==> config.mk <==
export PLATFORM = sky130hd
export DESIGN_NAME = decimal_expression_calculator_unit
export DESIGN_NICKNAME = d
export VERILOG_FILES = /design/src/rtl/core/decc_pkg.sv /design/src/rtl/core/decc_front.sv /design/src/rtl/core/decc_fifo.sv /design/src/rtl/core/decc_back.sv /design/src/rtl/core/decimal_expression_calculator_unit.sv
export SDC_FILE = /design/constraint.sdc
export NUM_CORES = 2
export LEC_CHECK = 0
export BUFFER_PORTS_ARGS = -buffer_cell sky130_fd_sc_hd__buf_2
export CAP_MARGIN = 20
export CORE_ASPECT_RATIO = 0.75
export CORE_MARGIN = 8
export CORE_UTILIZATION = 50
export DETAILED_ROUTE_END_ITERATION = 6
export HOLD_SLACK_MARGIN = 0.12
export MAX_ROUTING_LAYER = met4
export PLACE_DENSITY = 0.68
export SYNTH_ARGS = -nofsm -noshare
export SYNTH_HDL_FRONTEND = slang
export SYNTH_SLANG_ARGS = --single-unit
==> constraint.sdc <==
create_clock -name i_clk -period 12.8 [get_ports i_clk]
set_clock_uncertainty 0.15 [all_clocks]
set_input_delay 0.64 -clock i_clk [delete_from_list [all_inputs] [get_ports i_clk]]
set_output_delay 0.64 -clock i_clk [all_outputs]
set_load 0.02 [all_outputs]
==> src/rtl/core/decc_pkg.sv <==
// ----------------------------------------------------------------------------
// decc_pkg
// Shared types, codes and helpers for the two-operand decimal calculator.
// ----------------------------------------------------------------------------
package decc_pkg;

    typedef logic [1:0] t_op;
    typedef logic [1:0] t_status;

    localparam t_op OP_ADD = 2'd0;
    localparam t_op OP_SUB = 2'd1;
    localparam t_op OP_MUL = 2'd2;
    localparam t_op OP_DIV = 2'd3;

    localparam t_status ST_OK    = 2'd0;
    localparam t_status ST_BADOP = 2'd1;
    localparam t_status ST_DIVZ  = 2'd2;

    localparam logic [7:0] CH_PLUS  = 8'h2B;
    localparam logic [7:0] CH_MINUS = 8'h2D;
    localparam logic [7:0] CH_STAR  = 8'h2A;
    localparam logic [7:0] CH_SLASH = 8'h2F;
    localparam logic [7:0] CH_0     = 8'h30;
    localparam logic [7:0] CH_9     = 8'h39;

    // expression handed from the parser to the execute side
    typedef struct packed {
        logic [31:0] left;
        logic [31:0] right;
        t_op         op;
        logic        bad_op;
    } t_job;

    localparam int FIFO_DEPTH = 2;
    localparam int FIFO_AW    = $clog2(FIFO_DEPTH);
    localparam int FIFO_CW    = $clog2(FIFO_DEPTH + 1);

    // acc * 10 + d, wrapping at 32 bits
    function automatic logic [31:0] acc_digit(input logic [31:0] acc, input logic [3:0] d);
        acc_digit = {acc[28:0], 3'b000} + {acc[30:0], 1'b0} + {28'd0, d};
    endfunction

    function automatic t_op op_decode(input logic [7:0] c);
        case (c)
            CH_PLUS:  op_decode = OP_ADD;
            CH_MINUS: op_decode = OP_SUB;
            CH_STAR:  op_decode = OP_MUL;
            default:  op_decode = OP_DIV;
        endcase
    endfunction

endpackage

==> src/rtl/core/decc_front.sv <==
// ----------------------------------------------------------------------------
// decc_front
// Character parser: accumulates both operands, holds the operator and
// pushes one finished expression (or a bad-operator record) into the queue.
// ----------------------------------------------------------------------------
module decc_front import decc_pkg::*; (
    input  logic       i_clk,
    input  logic       i_rst_n,
    input  logic       i_valid,
    input  logic [7:0] i_char_code,
    output logic       o_stall,
    input  logic       i_full,
    output logic       o_push,
    output t_job       o_job
);

    localparam logic PH_FIRST  = 1'b0;
    localparam logic PH_SECOND = 1'b1;

    logic        r_phase;
    logic [31:0] r_first;
    logic [31:0] r_second;
    t_op         r_op;

    logic        accept;
    logic        is_digit;
    logic        is_op;
    logic [3:0]  digit;
    logic [7:0]  digit_wide;

    assign o_stall    = i_full;
    assign accept     = i_valid && !i_full;
    assign is_digit   = (i_char_code >= CH_0) && (i_char_code <= CH_9);
    assign is_op      = (i_char_code == CH_PLUS) || (i_char_code == CH_MINUS) ||
                        (i_char_code == CH_STAR) || (i_char_code == CH_SLASH);
    assign digit_wide = i_char_code - CH_0;
    assign digit      = digit_wide[3:0];

    // non-digits end the expression in phase two, non-operators in phase one
    assign o_push = accept && !is_digit && ((r_phase == PH_SECOND) || !is_op);

    always_comb begin
        if (r_phase == PH_FIRST) begin
            o_job.left   = r_first;
            o_job.right  = 32'd0;
            o_job.op     = OP_ADD;
            o_job.bad_op = 1'b1;
        end else begin
            o_job.left   = r_first;
            o_job.right  = r_second;
            o_job.op     = r_op;
            o_job.bad_op = 1'b0;
        end
    end

    always_ff @(posedge i_clk) begin
        if (!i_rst_n) begin
            r_phase  <= PH_FIRST;
            r_first  <= 32'd0;
            r_second <= 32'd0;
            r_op     <= OP_ADD;
        end else if (accept) begin
            if (is_digit) begin
                if (r_phase == PH_FIRST) begin
                    r_first <= acc_digit(r_first, digit);
                end else begin
                    r_second <= acc_digit(r_second, digit);
                end
            end else if ((r_phase == PH_FIRST) && is_op) begin
                r_op    <= op_decode(i_char_code);
                r_phase <= PH_SECOND;
            end else begin
                r_phase  <= PH_FIRST;
                r_first  <= 32'd0;
                r_second <= 32'd0;
                r_op     <= OP_ADD;
            end
        end
    end

endmodule

==> src/rtl/core/decc_fifo.sv <==
// ----------------------------------------------------------------------------
// decc_fifo
// Short queue of parsed expressions between parser and execute unit.
// ----------------------------------------------------------------------------
module decc_fifo import decc_pkg::*; (
    input  logic i_clk,
    input  logic i_rst_n,
    input  logic i_push,
    input  t_job i_job,
    input  logic i_pop,
    output t_job o_job,
    output logic o_full,
    output logic o_empty
);

    t_job                 r_mem [FIFO_DEPTH];
    logic [FIFO_AW-1:0]   r_wr_ptr;
    logic [FIFO_AW-1:0]   r_rd_ptr;
    logic [FIFO_CW-1:0]   r_count;

    logic do_push;
    logic do_pop;

    assign o_full  = (r_count == FIFO_CW'(FIFO_DEPTH));
    assign o_empty = (r_count == '0);
    assign do_push = i_push && !o_full;
    assign do_pop  = i_pop && !o_empty;
    assign o_job   = r_mem[r_rd_ptr];

    always_ff @(posedge i_clk) begin
        if (do_push) begin
            r_mem[r_wr_ptr] <= i_job;
        end
    end

    always_ff @(posedge i_clk) begin
        if (!i_rst_n) begin
            r_wr_ptr <= '0;
            r_rd_ptr <= '0;
            r_count  <= '0;
        end else begin
            if (do_push) begin
                r_wr_ptr <= (r_wr_ptr == FIFO_AW'(FIFO_DEPTH - 1)) ? '0 : r_wr_ptr + 1'b1;
            end
            if (do_pop) begin
                r_rd_ptr <= (r_rd_ptr == FIFO_AW'(FIFO_DEPTH - 1)) ? '0 : r_rd_ptr + 1'b1;
            end
            if (do_push && !do_pop) begin
                r_count <= r_count + 1'b1;
            end else if (do_pop && !do_push) begin
                r_count <= r_count - 1'b1;
            end
        end
    end

    a_no_overflow: assert property (@(posedge i_clk) disable iff (!i_rst_n)
        !(i_push && o_full))
        else $error("queue push while full");

    a_no_underflow: assert property (@(posedge i_clk) disable iff (!i_rst_n)
        !(i_pop && o_empty))
        else $error("queue pop while empty");

endmodule

==> src/rtl/core/decc_back.sv <==
// ----------------------------------------------------------------------------
// decc_back
// Execute unit: add/sub in one step, registered multiply, 32-step restoring
// divide with sign fix-up, then an output register toward the consumer.
// ----------------------------------------------------------------------------
module decc_back import decc_pkg::*; (
    input  logic         i_clk,
    input  logic         i_rst_n,
    input  logic         i_empty,
    input  t_job         i_job,
    output logic         o_pop,
    output logic         o_valid,
    input  logic         i_stall,
    output logic [31:0]  o_value,
    output t_status      o_status,
    output logic [31:0]  o_left_operand,
    output logic [31:0]  o_right_operand,
    output t_op          o_op_code
);

    localparam logic [2:0] S_IDLE = 3'd0;
    localparam logic [2:0] S_MUL  = 3'd1;
    localparam logic [2:0] S_DIV  = 3'd2;
    localparam logic [2:0] S_FIX  = 3'd3;
    localparam logic [2:0] S_DONE = 3'd4;

    logic [2:0]  r_state;
    logic [2:0]  n_state;
    t_job        r_job;
    logic [31:0] r_res;
    t_status     r_status;
    logic [31:0] r_rem;
    logic [31:0] r_quo;
    logic [31:0] r_divisor;
    logic        r_neg;
    logic [4:0]  r_cnt;

    logic        r_out_valid;
    logic [31:0] r_out_value;
    t_status     r_out_status;
    logic [31:0] r_out_left;
    logic [31:0] r_out_right;
    t_op         r_out_op;

    logic [31:0] prod;
    logic [32:0] trial;
    logic [32:0] diff;
    logic        ge;
    logic [31:0] mag_a;
    logic [31:0] mag_b;
    logic        out_free;

    assign o_pop    = (r_state == S_IDLE) && !i_empty;
    assign out_free = !r_out_valid || !i_stall;

    // only the low word of the product is kept
    assign prod  = r_job.left * r_job.right;
    assign trial = {r_rem, r_quo[31]};
    assign diff  = trial - {1'b0, r_divisor};
    assign ge    = !diff[32];
    assign mag_a = i_job.left[31]  ? (~i_job.left + 32'd1)  : i_job.left;
    assign mag_b = i_job.right[31] ? (~i_job.right + 32'd1) : i_job.right;

    always_comb begin
        n_state = r_state;
        case (r_state)
            S_IDLE: begin
                if (!i_empty) begin
                    if (i_job.bad_op) begin
                        n_state = S_DONE;
                    end else begin
                        case (i_job.op)
                            OP_MUL:  n_state = S_MUL;
                            OP_DIV:  n_state = (i_job.right == 32'd0) ? S_DONE : S_DIV;
                            default: n_state = S_DONE;
                        endcase
                    end
                end
            end
            S_MUL:  n_state = S_DONE;
            S_DIV:  n_state = (r_cnt == 5'd31) ? S_FIX : S_DIV;
            S_FIX:  n_state = S_DONE;
            S_DONE: n_state = out_free ? S_IDLE : S_DONE;
            default: n_state = S_IDLE;
        endcase
    end

    always_ff @(posedge i_clk) begin
        if (!i_rst_n) begin
            r_state <= S_IDLE;
        end else begin
            r_state <= n_state;
        end
    end

    // datapath
    always_ff @(posedge i_clk) begin
        case (r_state)
            S_IDLE: begin
                r_job     <= i_job;
                r_rem     <= 32'd0;
                r_quo     <= mag_a;
                r_divisor <= mag_b;
                r_neg     <= i_job.left[31] ^ i_job.right[31];
                r_cnt     <= 5'd0;
                if (i_job.bad_op) begin
                    r_status <= ST_BADOP;
                    r_res    <= 32'd0;
                end else begin
                    case (i_job.op)
                        OP_ADD: begin
                            r_status <= ST_OK;
                            r_res    <= i_job.left + i_job.right;
                        end
                        OP_SUB: begin
                            r_status <= ST_OK;
                            r_res    <= i_job.left - i_job.right;
                        end
                        OP_DIV: begin
                            r_status <= (i_job.right == 32'd0) ? ST_DIVZ : ST_OK;
                            r_res    <= 32'd0;
                        end
                        default: begin
                            r_status <= ST_OK;
                            r_res    <= 32'd0;
                        end
                    endcase
                end
            end
            S_MUL: r_res <= prod;
            S_DIV: begin
                r_rem <= ge ? diff[31:0] : trial[31:0];
                r_quo <= {r_quo[30:0], ge};
                r_cnt <= r_cnt + 5'd1;
            end
            S_FIX: r_res <= r_neg ? (~r_quo + 32'd1) : r_quo;
            default: ;
        endcase
    end

    always_ff @(posedge i_clk) begin
        if (!i_rst_n) begin
            r_out_valid <= 1'b0;
        end else if ((r_state == S_DONE) && out_free) begin
            r_out_valid <= 1'b1;
        end else if (!i_stall) begin
            r_out_valid <= 1'b0;
        end
    end

    always_ff @(posedge i_clk) begin
        if ((r_state == S_DONE) && out_free) begin
            r_out_value  <= r_res;
            r_out_status <= r_status;
            r_out_left   <= r_job.left;
            r_out_right  <= r_job.right;
            r_out_op     <= r_job.op;
        end
    end

    assign o_valid         = r_out_valid;
    assign o_value         = r_out_value;
    assign o_status        = r_out_status;
    assign o_left_operand  = r_out_left;
    assign o_right_operand = r_out_right;
    assign o_op_code       = r_out_op;

    a_div_only_for_div: assert property (@(posedge i_clk) disable iff (!i_rst_n)
        (r_state == S_DIV) |-> (r_job.op == OP_DIV) && !r_job.bad_op)
        else $error("divide loop running for a non-divide item");

    a_badop_result: assert property (@(posedge i_clk) disable iff (!i_rst_n)
        (r_out_valid && (r_out_status == ST_BADOP)) |->
            (r_out_value == 32'd0) && (r_out_right == 32'd0) && (r_out_op == OP_ADD))
        else $error("bad-operator result carries stray fields");

    a_divz_result: assert property (@(posedge i_clk) disable iff (!i_rst_n)
        (r_out_valid && (r_out_status == ST_DIVZ)) |->
            (r_out_value == 32'd0) && (r_out_right == 32'd0) && (r_out_op == OP_DIV))
        else $error("divide-by-zero result inconsistent");

    a_no_pop_busy: assert property (@(posedge i_clk) disable iff (!i_rst_n)
        (r_state != S_IDLE) |-> !o_pop)
        else $error("queue popped while execute unit busy");

endmodule

==> src/rtl/core/decimal_expression_calculator_unit.sv <==
// ----------------------------------------------------------------------------
// decimal_expression_calculator_unit
// Two-operand decimal calculator over an ASCII character stream.
//
//   channel  | handshake           | payload
//   ---------+---------------------+----------------------------------------
//   input    | i_valid / o_stall   | i_char_code
//   result   | o_valid / i_stall   | o_value o_status o_left_operand
//            |                     | o_right_operand o_op_code
//
// The parser accepts digits and the operator whenever o_stall is low.
// A terminator queues the expression; the execute unit pops it when idle and
// passes add, subtract and error results straight to its output register,
// multiply through a product state, divide through a 32-step loop and fix-up.
// The two-entry queue lets the parser keep reading while a divide runs;
// o_stall rises only when that queue is full.
// Reset (synchronous, active low) clears both operands, phase and queue.
// ----------------------------------------------------------------------------
module decimal_expression_calculator_unit import decc_pkg::*; (
    input  logic        i_clk,
    input  logic        i_rst_n,
    input  logic        i_valid,
    output logic        o_stall,
    input  logic [7:0]  i_char_code,
    output logic        o_valid,
    input  logic        i_stall,
    output logic [31:0] o_value,
    output logic [1:0]  o_status,
    output logic [31:0] o_left_operand,
    output logic [31:0] o_right_operand,
    output logic [1:0]  o_op_code
);

    logic push;
    logic pop;
    logic full;
    logic empty;
    t_job front_job;
    t_job queue_job;

    decc_front u_front (
        .i_clk       (i_clk),
        .i_rst_n     (i_rst_n),
        .i_valid     (i_valid),
        .i_char_code (i_char_code),
        .o_stall     (o_stall),
        .i_full      (full),
        .o_push      (push),
        .o_job       (front_job)
    );

    decc_fifo u_fifo (
        .i_clk   (i_clk),
        .i_rst_n (i_rst_n),
        .i_push  (push),
        .i_job   (front_job),
        .i_pop   (pop),
        .o_job   (queue_job),
        .o_full  (full),
        .o_empty (empty)
    );

    decc_back u_back (
        .i_clk           (i_clk),
        .i_rst_n         (i_rst_n),
        .i_empty         (empty),
        .i_job           (queue_job),
        .o_pop           (pop),
        .o_valid         (o_valid),
        .i_stall         (i_stall),
        .o_value         (o_value),
        .o_status        (o_status),
        .o_left_operand  (o_left_operand),
        .o_right_operand (o_right_operand),
        .o_op_code       (o_op_code)
    );

endmodule
After elaboration in Yosys (flattened, before gate mapping)
Memory sizes are Yosys's and may differ from the RTL's. A register that Yosys moved wholly into a read port is not among the register bits.
Cells that the tools add are included.

cells by class
  add/sub/neg operators = 16
  $mul = 1
  magnitude comparators = 2
  equal/unequal tests = 18
  multiplexer cells = 38
  bitwise operators = 7
  reduce and logical (&&, ||, !) cells = 37

operators with widths
  operator                 count
  $mux W32                 9
  $pmux W32 S2             3
  $add A32 B1 Y32 const B  3
  $add A32 B32 Y32         3
  $not A32 Y32             3
  $pmux W32 S3             1
  $add A32 B4 Y32          2
  $mux W35                 1
  $sub A33 B32 Y33         1
  $eq A8 B6 Y1 const B     4
  $logic_not A32 Y1        1
  $mul A32 B32 Y32         1
  $sub A32 B32 Y32         1
  $mux W31                 1
  $mux W3                  4
  $pmux W3 S4              1
  $logic_and A1 B1 Y1      11
  $mux W1                  11
  $pmux W5 S2              1
  $logic_not A1 Y1         9
  $ge A8 B6 Y1 const B     1
  $le A8 B6 Y1 const B     1
  $mux W2                  4
  $eq A2 B2 Y1 const B     3
  24 further kinds         39

storage, ports and cells
  register bits = 377
  bits in writable memories = 134
  bits of input ports = 12
  output and inout port bits = 102
  word-level logic and storage cells = 146
  memories = 1

memories
  name          words  bits a word  read ports  clocked after Yosys merged registers in  wr ports  line             text
  u_fifo.r_mem  2      67           1           1                                        1         decc_fifo.sv:16  t_job r_mem [FIFO_DEPTH];

Logic depth before layout (Yosys ltp)
  word-level depth = 12
  gate-level depth with buffers = 28
  mapped depth without buffers = 25

By module
Synthesis repeated with hierarchy kept, for this count alone.

unflattened totals
  cell total of the unflattened synthesis = 4260
  area total of the unflattened synthesis = 43668.1 um^2

modules (own cells, without submodules)
  module      times used  cells an instance  area each (um^2)  sequential area each (um^2)
  decc_back   1           3219               32119.6           9118.7
  decc_front  1           808                6480.0            1341.3
  decc_fifo   1           233                5068.6            4124.0

Worst setup path after synthesis
No wires, ideal clock.

  path type = register to register
  from = reg u_back.r_state[2]
  to = reg u_fifo.r_count[1]
  setup time = 76 ps
  arrival = 9827 ps
  data required time = 12574 ps
  setup slack = 2747 ps
  cell stages (with the launch flop) = 8
  buffers on the path = 1
  period minus slack after synthesis = 10053 ps
  cells stage by stage = dfxtp_1 clkbuf_1 nor3_1 o21ai_0 ha_1 xor2_1 or3_1 a21boi_0

between the ends
  word-level cells in the longest chain between the ends = 6
  elaborated cells between the ends (all ways) = 8
  those cells by class = mux (1); reduce/logical (7)

RTL lines
  what                                                  line             text
  start: declaration                                    decc_back.sv:27  logic [2:0] r_state;
  start signal: assignment                              decc_back.sv:92  r_state <= n_state;
  $logic_not A3 Y1 *                                    decc_back.sv:53  assign o_pop = (r_state == S_IDLE) && !i_empty;
  $logic_and A1 B1 Y1 *                                 decc_back.sv:53
  $logic_and A1 B1 Y1 *                                 decc_fifo.sv:27  assign do_pop = i_pop && !o_empty;
  $logic_not A1 Y1                                      decc_fifo.sv:48  if (do_push && !do_pop) begin
  $logic_and A1 B1 Y1                                   decc_fifo.sv:48
  $mux W2 / $reduce_bool A2 Y1 (equally long branches)  -
  end signal: assignment                                decc_fifo.sv:49  r_count <= r_count + 1'b1;
  end signal: assignment                                decc_fifo.sv:51  r_count <= r_count - 1'b1;
  end: declaration                                      decc_fifo.sv:19  logic [FIFO_CW-1:0] r_count;

Every way passes the cells marked *; elsewhere a longest branch is shown, timed or not.
A chain may end at the register's enable or synchronous reset.

Worst setup path in the final report
  from = reg u_back.r_job[8] in the netlist's numbering
  to = reg u_back.r_res[29], data pin

between the ends
  word-level cells in the longest chain between the ends = 2

RTL lines
  what                      line              text
  start: declaration        decc_back.sv:29   t_job r_job;
  start signal: assignment  decc_back.sv:100  r_job <= i_job;
  $mul A32 B32 Y32          decc_back.sv:57   assign prod = r_job.left * r_job.right;
  $pmux W32 S3              decc_back.sv:98   case (r_state)
  end signal: assignment    decc_back.sv:113  r_res <= i_job.left + i_job.right;
  end signal: assignment    decc_back.sv:117  r_res <= i_job.left - i_job.right;
  end signal: assignment    decc_back.sv:130  S_MUL: r_res <= prod;
  end: declaration          decc_back.sv:30   logic [31:0] r_res;

No other way between the ends.

==> results.toml <==
[detailed_routing]
drc = 0
first_pass_iters = 5
vias = 31000
routed_wl_mm = 120
drtAntennaViolNets = 0
vias_per_cell = 5.69
route.detailed.wl_per_inst_um = 22.0
dr.first_iter.drc_count = 3161

[setup_path]
rr_worst_depth = 23
reg2reg_setup_slack_ns = 4.80
r2r-start = "u_back.r_job[8]"
r2r-end = "u_back.r_res[29]"
critical_path_class = "flop to flop"
timing.critical_path.from = "u_back.r_job[8]"
crit_required_ns = 13.00
cp_max_fo = 28
worstPathArrival_ns = 8.20
cp-start-kind = "flop"
critical_path.endpoint_type = "flop"
capturing_element_of_the_worst_setup_path = "u_back.r_res[29]"

[sta]
slew_violations = 0
peak_freq_mhz = 125
max-slew-margin-rel_pct = 20.7
hold_violations = 0
final_clock_period_utilization_by_the_worst_path_pct = 62.5
rsz0062_at_grt = "no"
hold-worst-slack_ns = 0.269
worst_pin_slew_ns = 1.19
setup-violations-final = 0
totalNegativeSetupSlack_ns = 0
final_period_minus_worst_setup_slack_ns = 8.00

[floorplan]
die_height_um = 271
boundaryPins = 114
die-width_um = 356
fp.dieArea_um2 = 96700
initial_core_util_pct = 50.6
core_area_um2 = 86000
core.rowCount = 93

[min_path]
holdCritPathClass = "flop to flop"

[finish]
final.fill_count = 7477
layout_cell_share_with_drive_strength_beyond_1_pct = 7.18
final_cell_area_um2 = 47000
register_area_um2 = 14600
finish.cell_count_without_fillers = 5450
mostFrequentLayoutCells = "inv_1 (503), edfxtp_1 (435), fa_1 (414)"
layout-area-overhead-vs-synth_pct = 8.18
multi_input_comb_area_um2 = 26400
layout.cells.most_common = "inv_1"
layout.nets = 4994

[cts]
clkTransAtPathRegs_ns = 0.07
cts_post_setup_buffers_inserted = 0
cts-resized-gates = 0
clkSinkCount = 511
clk_path_buf_depth = 3
cts.root.buffer_cell = "clkbuf_16"
clock_insertion_delay_worst_skew_ns = 0.65
cts_tree = "built"
cts-htree-levels = 2
cts-buffers-inserted = 54
hold_buffers = 0

[yosys]
synthDominantAreaCellType = "edfxtp_1"
number_of_enable_flip_flop_cells_after_synthesis = 435
synth_flop_cell = "edfxtp_1"
netlist_top_cells_area = "edfxtp_1 (30%), fa_1 (19%), ha_1 (8.9%), and2_1 (5.4%), xnor2_1 (4.4%)"
postSynthAreaPerCell_um2 = 10.3
synth-seq-cells = 511
synth-seq-area-share_pct = 33.5
synthDominantCellAreaShare_pct = 30.0
ys_async_sr_fraction_pct = 0
synth_area_um2 = 43500
synth_warnings = 0
synth.distinct_cells = 82
synth_cells = 4206
syn-num-nets = 4940

[grt]
grt_util_all_layers_pct = 25.4
grt_antenna_before_repair = 4
grt_max_degree = 73
global_route_wire_length_before_repair_mm = 186
first_global_vias = 30600
remaining_global_route_overflow = 0

[run_status]
outcome = "finished clean"

[placed_design]
finalWeightedCongestion = 0.989
detailed_place.area_um2 = 45200
port_buffers = 113
numPlacedInstances = 5343
dpl.hpwl_mm = 90.5

[job]
cap_viol_max_count = 0
cells by family after synthesis:
group / count (synthesis) / synth area share (%)
buf+inv: 665 / 5.87
flops: 511 / 33.5
mux: 101 / 2.39
fa+ha+maj: 722 / 27.9
xor+xnor: 299 / 6.02
simple gates: 1274 / 14.9
compound gates: 634 / 9.33
worst min-delay path by stage:
stage               cells past startpoint              from             endpoint
floorplan                               0   u_back.r_job[1]  u_back.o_op_code[0]
global placement                        0  u_back.r_res[12]   u_back.o_value[12]
detailed placement                      0  u_back.r_res[22]   u_back.o_value[22]
CTS                                     3           i_stall       u_back.o_valid
global route                            0   u_back.r_res[7]    u_back.o_value[7]
finish                                  0  u_back.r_res[22]   u_back.o_value[22]
final cells by class:
| class | instances | share of cell area [%] |
|---|---|---|
| antenna | 4 | 0.0213 |
| clock buffer | 75 | 3.21 |
| clock inverter | 27 | 0.599 |
| inverter | 503 | 4.01 |
| multi-input combinational | 3030 | 56.1 |
| sequential | 511 | 31.0 |
| tap | 1140 | 3.03 |
| timing repair buffer | 160 | 1.97 |
metrics by stage:
stage / setup WS, ns / util, %
finish: 4.80 / 54.7
global route: 4.50 / 54.7
CTS: 4.88 / 54.7
detailed placement: 4.92 / 52.6
global placement: 4.99 / 52.6
floorplan: 2.75 / -
metal layers:
layer  wire length [µm]  up-vias  part of all wire [%]  GRT usage (%)
li1                   -    14200                     -              -
met5                  0        -                     0              -
met3              10500      170                   8.7           4.51
met4               3350        0                   2.8           6.91
met2              51400     1184                    43           37.2
met1              54400    15400                    45           36.4
Yosys cell counts, types with 6 or more instances:
| master | number |
|---|---|
| nor2b_1 | 59 |
| fa_1 | 414 |
| o31ai_1 | 20 |
| a221oi_1 | 6 |
| o21bai_1 | 13 |
| o221ai_1 | 11 |
| o211ai_1 | 11 |
| dfxtp_1 | 76 |
| and2_1 | 374 |
| nand4_1 | 10 |
| o21ai_0 | 160 |
| a211oi_1 | 17 |
| nand2b_1 | 24 |
| a211o_1 | 10 |
| or3_1 | 17 |
| xnor2_1 | 216 |
| a31oi_1 | 19 |
| xor2_1 | 83 |
| a21o_1 | 51 |
| clkbuf_1 | 138 |
| nor4_1 | 15 |
| a21boi_0 | 13 |
| a22oi_1 | 29 |
| nand2_1 | 411 |
| o22ai_1 | 16 |
| o21a_1 | 28 |
| mux2i_1 | 79 |
| mux2_2 | 22 |
| nand3b_1 | 6 |
| a32oi_1 | 9 |
| inv_1 | 503 |
| nor3b_1 | 14 |
| and3_1 | 32 |
| nor3_1 | 55 |
| nor2_1 | 170 |
| nand3_1 | 54 |
| ha_1 | 308 |
| a22o_1 | 6 |
| buf_2 | 11 |
| o41ai_1 | 6 |
| buf_4 | 6 |
| or2_2 | 8 |
| edfxtp_1 | 435 |
| a21oi_1 | 159 |
flip-flops by register name (all words and copies together), names as in the netlist, named ones only:
| register | flops |
|---|---|
| u_back.o_op_code | 2 |
| u_back.r_status | 2 |
| u_fifo.r_rd_ptr | 1 |
| u_back.r_state | 3 |
| u_back.r_divisor | 31 |
| u_back.o_right_operand | 32 |
| u_back.o_valid | 1 |
| u_back.o_left_operand | 32 |
| u_back.r_res | 32 |
| u_back.r_quo | 32 |
| u_back.r_cnt | 5 |
| u_back.r_job | 66 |
| u_fifo.r_wr_ptr | 1 |
| u_front.r_first | 32 |
| u_back.o_status | 2 |
| u_back.r_rem | 32 |
| u_front.r_phase | 1 |
| u_front.r_op | 2 |
| u_back.o_value | 32 |
| u_back.r_neg | 1 |
| u_front.r_second | 32 |
| u_fifo.r_count | 2 |
| u_fifo.r_mem | 134 |
critical path, cell delays in order (launching register included):
cell,delay (ns)
edfxtp_1,1.12
and2_1,0.28
fa_1,0.42
fa_1,0.49
fa_1,0.53
inv_1,0.05
fa_1,0.48
inv_1,0.06
fa_1,0.50
inv_1,0.06
fa_1,0.56
inv_1,0.06
fa_1,0.49
fa_1,0.42
ha_1,0.42
nand3_1,0.13
nor2_1,0.19
nand2_1,0.09
o31ai_1,0.39
nand2_1,0.17
a31oi_1,0.25
nor2_1,0.08
xor2_1,0.15
o221ai_1,0.14
Power is not shown: default switching activity piles up to over one toggle a cycle in this logic, so the estimate is an artifact.
